===== src/hdl/pixel_component_format_converter_top_macros.svh =====
// assertion helpers for the converter top module
`ifndef PIXEL_COMPONENT_FORMAT_CONVERTER_TOP_MACROS_SVH
`define PIXEL_COMPONENT_FORMAT_CONVERTER_TOP_MACROS_SVH

// same-cycle implication, checked outside reset
`define PFC_ASSERT_NOW(lbl, clk, rst_n, ante, cons, msg) \
    lbl: assert property (@(posedge clk) disable iff (!rst_n) (ante) |-> (cons)) \
        else $error(msg);

// next-cycle implication, checked outside reset
`define PFC_ASSERT_NEXT(lbl, clk, rst_n, ante, cons, msg) \
    lbl: assert property (@(posedge clk) disable iff (!rst_n) (ante) |=> (cons)) \
        else $error(msg);

`endif


===== src/hdl/pfc_pkg.sv =====
package pfc_pkg;

    // stored element formats
    typedef enum logic [2:0] {
        ET_U8   = 3'd0,
        ET_S8   = 3'd1,
        ET_U16  = 3'd2,
        ET_S16  = 3'd3,
        ET_U32  = 3'd4,
        ET_S32  = 3'd5,
        ET_HALF = 3'd6,
        ET_F32  = 3'd7
    } t_elem;

    // configuration register indexes
    localparam logic [1:0] CFG_ELEM  = 2'd0;
    localparam logic [1:0] CFG_NORM  = 2'd1;
    localparam logic [1:0] CFG_COUNT = 2'd2;

    // transaction modes
    localparam logic MODE_UNPACK = 1'b0;
    localparam logic MODE_PACK   = 1'b1;

    localparam logic [31:0] ONE_BITS = 32'h3f80_0000;

    // finishing operation done in the second lane stage
    typedef enum logic [1:0] {
        FIN_DIRECT   = 2'd0,
        FIN_INT2F    = 2'd1,
        FIN_REP      = 2'd2,
        FIN_NORMPACK = 2'd3
    } t_fin;

    // per-lane control shared by all lanes
    typedef struct packed {
        t_elem elem;
        logic  norm;
        logic  mode;
    } t_lane_ctl;

    // lane stage-one register
    typedef struct packed {
        t_fin        fin;
        t_elem       elem;
        logic        sign;
        logic [63:0] word;
        logic [5:0]  lz;
        logic [7:0]  exp;
    } t_lane_s1;

    typedef struct packed {
        logic        mode;
        logic [31:0] raw_in_0;
        logic [31:0] raw_in_1;
        logic [31:0] raw_in_2;
        logic [31:0] raw_in_3;
        logic [31:0] float_in_0;
        logic [31:0] float_in_1;
        logic [31:0] float_in_2;
        logic [31:0] float_in_3;
    } t_in;

    typedef struct packed {
        logic [31:0] float_out_0;
        logic [31:0] float_out_1;
        logic [31:0] float_out_2;
        logic [31:0] float_out_3;
        logic [31:0] raw_out_0;
        logic [31:0] raw_out_1;
        logic [31:0] raw_out_2;
        logic [31:0] raw_out_3;
        logic        format_error;
    } t_out;

endpackage


===== src/hdl/pfc_lane.sv =====
module pfc_lane (
    input  logic                 i_clk,
    input  logic                 i_en,
    input  pfc_pkg::t_lane_ctl   i_ctl,
    input  logic [31:0]          i_raw,
    input  logic [31:0]          i_flt,
    output logic [31:0]          o_res
);

    // leading zero count, 32 when empty
    function automatic logic [5:0] lzc32(input logic [31:0] x);
        logic [5:0] c;
        c = 6'd32;
        for (int i = 0; i < 32; i++) begin
            if (x[i]) c = 6'(31 - i);
        end
        return c;
    endfunction

    // half to single, exact
    function automatic logic [31:0] h2f(input logic [15:0] h);
        logic [31:0] s;
        logic [4:0]  e;
        logic [9:0]  m;
        logic [5:0]  k;
        logic [10:0] mm;
        s = {h[15], 31'b0};
        e = h[14:10];
        m = h[9:0];
        k = lzc32({m, 22'b0}) + 6'd1;
        mm = {1'b0, m} << k[3:0];
        if (e == 5'd31) return s | 32'h7f80_0000 | {9'b0, m, 13'b0};
        if (e == 5'd0) begin
            if (m == 10'd0) return s;
            return s | {1'b0, 8'(8'd113 - {2'b0, k}), mm[9:0], 13'b0};
        end
        return s | {1'b0, 8'({3'b0, e} + 8'd112), m, 13'b0};
    endfunction

    // single to half, round to nearest even
    function automatic logic [15:0] f2h(input logic [31:0] f);
        logic [15:0] s;
        logic [7:0]  e;
        logic [22:0] m;
        logic [9:0]  mt;
        logic signed [9:0] eh;
        logic [23:0] mf;
        logic [4:0]  sh;
        logic [15:0] h;
        logic [23:0] rem;
        logic [23:0] hv;
        s = {f[31], 15'b0};
        e = f[30:23];
        m = f[22:0];
        mt = m[22:13];
        eh = 10'(signed'({2'b0, e})) - 10'sd112;
        mf = {1'b1, m};
        sh = 5'(10'sd14 - eh);
        if (e == 8'd255) begin
            if (m == 23'd0) return s | 16'h7c00;
            return s | 16'h7c00 | {6'b0, mt} | {15'b0, (mt == 10'd0)};
        end
        if (eh >= 10'sd31) return s | 16'h7c00;
        if (eh <= 10'sd0) begin
            if (eh < -10'sd10) return s;
            h   = 16'(mf >> sh);
            rem = mf & ((24'd1 << sh) - 24'd1);
            hv  = 24'd1 << (sh - 5'd1);
        end else begin
            h   = {1'b0, eh[4:0], m[22:13]};
            rem = {11'b0, m[12:0]};
            hv  = 24'h1000;
        end
        if (rem > hv || (rem == hv && h[0])) h = h + 16'd1;
        return s | h;
    endfunction

    pfc_pkg::t_lane_s1 n_s1;
    pfc_pkg::t_lane_s1 r_s1;

    logic [31:0] w_v;
    logic        w_neg;
    logic [31:0] w_mag;
    logic [15:0] w_d;
    logic [15:0] w_mask;
    logic        w_sgnd;
    logic [63:0] w_rep;
    logic        w_fs;
    logic [7:0]  w_fe;
    logic [23:0] w_m24;
    logic        w_fnan;
    logic [55:0] w_tsh;
    logic [31:0] w_int;
    logic        w_big;
    logic [31:0] w_hi;
    logic [31:0] w_lom;
    logic [31:0] w_imask;
    logic [31:0] w_plain;

    // decode stored component
    always_comb begin
        case (i_ctl.elem)
            pfc_pkg::ET_U8: begin
                w_v = {24'b0, i_raw[7:0]}; w_neg = 1'b0; w_mag = w_v;
                w_d = 16'd255; w_mask = 16'h00ff; w_sgnd = 1'b0;
                w_rep = {8{i_raw[7:0]}};
                w_hi = 32'd255; w_lom = 32'd0; w_imask = 32'h0000_00ff;
            end
            pfc_pkg::ET_S8: begin
                w_v = {24'b0, i_raw[7:0]}; w_neg = i_raw[7];
                w_mag = w_neg ? {24'b0, 8'(~i_raw[7:0] + 8'd1)} : w_v;
                w_d = 16'd127; w_mask = 16'h00ff; w_sgnd = 1'b1;
                w_rep = {{9{w_mag[6:0]}}, 1'b0};
                w_hi = 32'd127; w_lom = 32'd128; w_imask = 32'h0000_00ff;
            end
            pfc_pkg::ET_U16: begin
                w_v = {16'b0, i_raw[15:0]}; w_neg = 1'b0; w_mag = w_v;
                w_d = 16'd65535; w_mask = 16'hffff; w_sgnd = 1'b0;
                w_rep = {4{i_raw[15:0]}};
                w_hi = 32'd65535; w_lom = 32'd0; w_imask = 32'h0000_ffff;
            end
            pfc_pkg::ET_S16: begin
                w_v = {16'b0, i_raw[15:0]}; w_neg = i_raw[15];
                w_mag = w_neg ? {16'b0, 16'(~i_raw[15:0] + 16'd1)} : w_v;
                w_d = 16'd32767; w_mask = 16'hffff; w_sgnd = 1'b1;
                w_rep = {{4{w_mag[14:0]}}, 4'b0};
                w_hi = 32'd32767; w_lom = 32'd32768; w_imask = 32'h0000_ffff;
            end
            pfc_pkg::ET_S32: begin
                w_v = i_raw; w_neg = i_raw[31];
                w_mag = w_neg ? (~i_raw + 32'd1) : i_raw;
                w_d = 16'd32767; w_mask = 16'hffff; w_sgnd = 1'b1;
                w_rep = 64'd0;
                w_hi = 32'h7fff_ffff; w_lom = 32'h8000_0000; w_imask = 32'hffff_ffff;
            end
            default: begin
                w_v = i_raw; w_neg = 1'b0; w_mag = i_raw;
                w_d = 16'd65535; w_mask = 16'hffff; w_sgnd = 1'b0;
                w_rep = 64'd0;
                w_hi = 32'hffff_ffff; w_lom = 32'd0; w_imask = 32'hffff_ffff;
            end
        endcase
    end

    // float field decode and plain integer saturation
    always_comb begin
        w_fs   = i_flt[31];
        w_fe   = i_flt[30:23];
        w_m24  = {(w_fe != 8'd0), i_flt[22:0]};
        w_fnan = (w_fe == 8'd255) && (i_flt[22:0] != 23'd0);
        w_big  = (w_fe > 8'd158);
        w_tsh  = {32'b0, w_m24} << 5'(w_fe - 8'd127);
        w_int  = (w_fe < 8'd127) ? 32'd0 : w_tsh[54:23];
        if (w_fnan) begin
            w_plain = 32'd0;
        end else if (!w_sgnd) begin
            w_plain = w_fs ? 32'd0 : ((w_big || w_int > w_hi) ? w_hi : w_int);
        end else if (!w_fs) begin
            w_plain = (w_big || w_int > w_hi) ? w_hi : w_int;
        end else if (w_big || w_int > w_lom) begin
            w_plain = w_lom & w_imask;
        end else begin
            w_plain = (32'd0 - w_int) & w_imask;
        end
    end

    // stage one: pick the finishing operation
    always_comb begin
        n_s1      = '0;
        n_s1.fin  = pfc_pkg::FIN_DIRECT;
        n_s1.elem = i_ctl.elem;
        if (i_ctl.mode == pfc_pkg::MODE_UNPACK) begin
            if (i_ctl.elem == pfc_pkg::ET_F32) begin
                n_s1.word = {32'b0, i_raw};
            end else if (i_ctl.elem == pfc_pkg::ET_HALF) begin
                n_s1.word = {32'b0, h2f(i_raw[15:0])};
            end else if (w_mag == 32'd0) begin
                n_s1.word = 64'd0;
            end else if (i_ctl.norm) begin
                if (w_mag[15:0] == w_d) begin
                    n_s1.word = {32'b0, pfc_pkg::ONE_BITS | {w_neg, 31'b0}};
                end else if (w_mag[16:0] > {1'b0, w_d}) begin
                    n_s1.word = {32'b0, pfc_pkg::ONE_BITS | 32'h8000_0000};
                end else begin
                    n_s1.fin  = pfc_pkg::FIN_REP;
                    n_s1.sign = w_neg;
                    n_s1.word = w_rep;
                    n_s1.lz   = lzc32({w_rep[63:48], 16'b0});
                end
            end else begin
                n_s1.fin  = pfc_pkg::FIN_INT2F;
                n_s1.sign = w_neg;
                n_s1.word = {32'b0, w_mag};
                n_s1.lz   = lzc32(w_mag);
            end
        end else begin
            if (i_ctl.elem == pfc_pkg::ET_F32) begin
                n_s1.word = {32'b0, i_flt};
            end else if (i_ctl.elem == pfc_pkg::ET_HALF) begin
                n_s1.word = {48'b0, f2h(i_flt)};
            end else if (i_ctl.norm) begin
                if (w_fnan || (w_fs && !w_sgnd) || w_fe == 8'd0) begin
                    n_s1.word = 64'd0;
                end else if (w_fe >= 8'd127) begin
                    n_s1.word = {48'b0, (w_fs ? (16'd0 - w_d) : w_d) & w_mask};
                end else begin
                    n_s1.fin  = pfc_pkg::FIN_NORMPACK;
                    n_s1.sign = w_fs;
                    n_s1.exp  = w_fe;
                    n_s1.word = {24'b0, 40'(w_m24 * w_d)};
                end
            end else begin
                n_s1.word = {32'b0, w_plain};
            end
        end
    end

    always_ff @(posedge i_clk) begin
        if (i_en) r_s1 <= n_s1;
    end

    logic [4:0]  s_n;
    logic [15:0] s_mask;
    logic [39:0] s_p;
    logic [4:0]  s_sh;
    logic [24:0] s_q;
    logic [39:0] s_rem;
    logic [39:0] s_hv;
    logic [24:0] s_qr;
    logic [40:0] s_v;
    logic [7:0]  s_rs;
    logic [15:0] s_pm;
    logic [31:0] s_in;
    logic [7:0]  s_irem;
    logic [31:0] s_ibits;
    logic [63:0] s_rp;
    logic [31:0] s_rbits;

    // stage two: normalize, round and finish
    always_comb begin
        case (r_s1.elem)
            pfc_pkg::ET_U8:  begin s_n = 5'd8;  s_mask = 16'h00ff; end
            pfc_pkg::ET_S8:  begin s_n = 5'd7;  s_mask = 16'h00ff; end
            pfc_pkg::ET_U16: begin s_n = 5'd16; s_mask = 16'hffff; end
            default:         begin s_n = 5'd15; s_mask = 16'hffff; end
        endcase
        s_p   = r_s1.word[39:0];
        s_sh  = s_p[6'(s_n) + 6'd23] ? s_n : (s_n - 5'd1);
        s_q   = 25'(s_p >> s_sh);
        s_rem = s_p & ((40'd1 << s_sh) - 40'd1);
        s_hv  = 40'd1 << (s_sh - 5'd1);
        s_qr  = s_q + {24'b0, (s_rem > s_hv || (s_rem == s_hv && s_q[0]))};
        s_v   = {16'b0, s_qr} << s_sh;
        s_rs  = 8'd150 - r_s1.exp;
        s_pm  = (s_rs > 8'd40) ? 16'd0 : 16'(s_v >> s_rs);
        if (r_s1.sign) s_pm = (16'd0 - s_pm) & s_mask;

        s_in   = r_s1.word[31:0] << r_s1.lz[4:0];
        s_irem = s_in[7:0];
        s_ibits = {r_s1.sign, 8'(8'd157 - {2'b0, r_s1.lz}), 23'b0}
                  + {8'b0, s_in[31:8]}
                  + {31'b0, (s_irem > 8'd128 || (s_irem == 8'd128 && s_in[8]))};
        s_ibits[31] = r_s1.sign;

        s_rp    = r_s1.word << r_s1.lz[4:0];
        s_rbits = {r_s1.sign, 8'(8'd126 - {2'b0, r_s1.lz}), s_rp[62:40]}
                  + {31'b0, s_rp[39]};

        case (r_s1.fin)
            pfc_pkg::FIN_INT2F:    o_res = s_ibits;
            pfc_pkg::FIN_REP:      o_res = s_rbits;
            pfc_pkg::FIN_NORMPACK: o_res = {16'b0, s_pm};
            default:               o_res = r_s1.word[31:0];
        endcase
    end

endmodule


===== config.mk =====
export PLATFORM = sky130hd
export DESIGN_NAME = pfc_lane
export DESIGN_NICKNAME = d
export VERILOG_FILES = /design/src/hdl/pixel_component_format_converter_top_macros.svh /design/src/hdl/pfc_pkg.sv /design/src/hdl/pfc_lane.sv
export SDC_FILE = /design/constraint.sdc
export NUM_CORES = 2
export LEC_CHECK = 0
export ABC_AREA = 1
export BUFFER_PORTS_ARGS = -buffer_cell sky130_fd_sc_hd__buf_2
export CAP_MARGIN = 20
export CORE_ASPECT_RATIO = 0.7
export CORE_UTILIZATION = 34
export CTS_CLUSTER_SIZE = 12
export DETAILED_ROUTE_END_ITERATION = 10
export SLEW_MARGIN = 25
export SYNTH_ARGS = -nofsm -noshare
export SYNTH_HDL_FRONTEND = slang
export SYNTH_SLANG_ARGS = --single-unit

===== constraint.sdc =====
create_clock -name i_clk -period 21.2 [get_ports i_clk]
set_input_delay 3.18 -clock i_clk [delete_from_list [all_inputs] [get_ports i_clk]]
set_output_delay 3.18 -clock i_clk [all_outputs]
set_load 0.05 [all_outputs]

==> results_dict.tcl <==
set metrics [dict create \
    synthFlopType "edfxtp_1" \
    grt_pass1_wl_mm 258 \
    dp_hpwl_mm 144 \
    crit_required_ns 18.02 \
    slew_headroom_pct 20.9 \
    power.density_nw_per_um2 167 \
    globalRouteOverflowTotal 0 \
    hold_class "input pin to flop" \
    ys_ff_latch 83 \
    setup_violations 0 \
    run_status "completed" \
    crit_path_max_fanout 83 \
    drv_cap 0 \
    postCtsHoldBufs 0 \
    cts.sinks 83 \
    max_freq_mhz 67.2 \
    hold_ws_ns 3.15 \
    synth.distinct_cells 76 \
    final_cell_mix "nand2_1, inv_1, nand3_1" \
    rsz0062_at_grt "false" \
    ant_nets 0 \
    final_common_cell "nand2_1" \
    grt_util_met2_pct 41.6 \
    slew_violations 0 \
    avgSynthCellArea_um2 6.10 \
    areaGrowthSynthToFinish_pct 5.32 \
    period_share_pct 70.1 \
    ir_worst_vdd_v 0.000226 \
    leakagePower_uw 0.0188 \
    root_buffer "clkbuf_16" \
    grt_antenna_before_repair 12 \
    wl_per_cell_um 23.3 \
    cts_tree "yes" \
    die-width_um 398 \
    seq_area_frac_synth_pct 6.66 \
    cp-end-kind "output port" \
    die_y_um 280 \
    syn-cell-area_um2 37400 \
    vias 42871 \
    grt_usage_pct 30.6 \
    fin_setup_tns_ns 0 \
    cts_inserted_buffers 9 \
    drtPass1Iterations 8 \
    top_regs "r_s1: 83 flops" \
    synth_warnings 0 \
    port_buffers 102 \
    synth_edf_count 83 \
    multiInputGateArea_um2 30300 \
    ios 103 \
    grt_max_degree 84 \
    start_kind "flop" \
    coreArea_um2 109000 \
    dieArea_um2 111000 \
    cts_resized 0 \
    std_cell_rows 101 \
    cts_setup_buffers 0 \
    nNetsFinal 6652 \
    gp_congestion 1.04 \
    drtIter0Drc 5837 \
    clockBufferDepth 2 \
    hold_viol 0 \
    top_usage_layer "met1" \
    crit_type "flop to output port" \
    critPathLaunch "r_s1[79]$_DFFE_PP_" \
    drc_errors 0 \
    use_met3_pct 9.36 \
    top_register "r_s1" \
    cp.arrival_ns 11.69 \
    final.min_clock_period_ns 14.87 \
    cts_htree_levels 3 \
    postSynthCellCount 6129 \
    crit_path_end "o_res[14]" \
    grt.met1_usage_pct 46.9 \
    cts.clk_slew.worst_paths_ns 0.06 \
    tightest_slew_ns 1.17 \
    wirelength_mm 174 \
    total_power_uw 6570 \
    start_util_pct 34.4 \
    drive_gt1_share_pct 5.69 \
    fill_cells 12126 \
    regArea_um2 2490 \
    grt_pass1_vias 39245 \
    critPathMaxStageDelay_ns 0.66 \
    cpMaxStageDelayCell "ha_1" \
    async_flop_share_pct 0 \
    vias_per_cell 5.73 \
    largest_reg_flops 83 \
]
cells in the mapped netlist, types with 23 or more instances:
cell	number	area, um2
nor2_1	574	2150
a22oi_1	26	195
nand3_2	23	230
o21ai_0	559	2800
clkbuf_1	152	571
a21oi_1	266	1330
xor2_1	62	543
nand4_1	88	551
nand3_1	658	3290
nand2_2	30	188
edfxtp_1	83	2490
o21ai_1	31	155
nand2_1	1311	4920
mux2i_1	84	841
buf_2	66	330
buf_1	30	113
nor3_1	152	761
or2_2	26	163
fa_1	285	5710
a31oi_1	36	225
ha_1	259	3240
nor4_1	27	169
o22ai_1	55	344
o211ai_1	39	293
inv_1	891	3340
final cells by class:
class	instances	area share, %
diodes	2	0.0127
clock buffers	9	0.572
clock inverters	6	0.289
inverters	930	8.87
multi-input cells	4851	76.9
flip-flops and latches	83	6.33
well taps	1442	4.58
repair buffers	162	2.45
power by group:
part | internal, uW | switching, uW
registers | 225 | 61.2
logic | 2050 | 4060
clock network | 115 | 63.2
logic make-up (layout without fill, tap and decap cells):
| logic type | Yosys count | count (layout) | share of synthesized area, % |
|---|---|---|---|
| DFF | 83 | 83 | 6.66 |
| other | 2 | 7 | 0.0201 |
| buffers and inverters | 1198 | 1107 | 12.5 |
| xor gates and xnor gates | 81 | 81 | 1.92 |
| adders and majority gates | 544 | 544 | 23.9 |
| and+or+nand+nor | 2961 | 2961 | 34.8 |
| muxes | 84 | 84 | 2.25 |
| AOI/OAI and AO/OA | 1176 | 1176 | 17.9 |
per-layer routing:
metal  wire (um)  up-vias
li1            -    20139
met1       82000    20240
met2       66800     2299
met3       22500      181
met4        3080       12
met5          91        -
critical path, delay by kind of cell (launching register included):
kind / cells / cell delay (ns)
DFF: 1 / 0.48
and+or+nand+nor: 36 / 5.22
buffers and inverters: 8 / 2.24
adders and majority gates: 6 / 1.80
AOI/OAI and AO/OA: 9 / 1.52
stage by stage:
stage                     cell area, um2  setup WS (ns)  utilization [%]  cells
final                              39400           6.33             36.2   7485
after global routing               39400           5.41             36.2   7483
after CTS                          39400           6.60             36.2   7483
after detailed placement           39000           7.01             35.9   7468
after global placement             39000           7.01             35.9   7468
after floorplan                    37400           9.44                -   6132
worst min-delay path by stage:
stage              from                      to  slack, ns  depth (start not counted)
2_1_floorplan  i_ctl[2]      r_s1[79]$_DFFE_PP_       3.28                          0
3_5_place_dp       i_en  r_s1[73]$_SDFFCE_PP0P_       3.51                          1
6_report           i_en  r_s1[73]$_SDFFCE_PP0P_       3.15                          1
4_1_cts            i_en  r_s1[73]$_SDFFCE_PP0P_       3.14                          1
3_3_place_gp       i_en   r_s1[8]$_SDFFCE_PP0P_       3.51                          1
5_1_grt            i_en  r_s1[70]$_SDFFCE_PP0P_       3.15                          1
No activity file was read; power rests on OpenSTA's default activity.
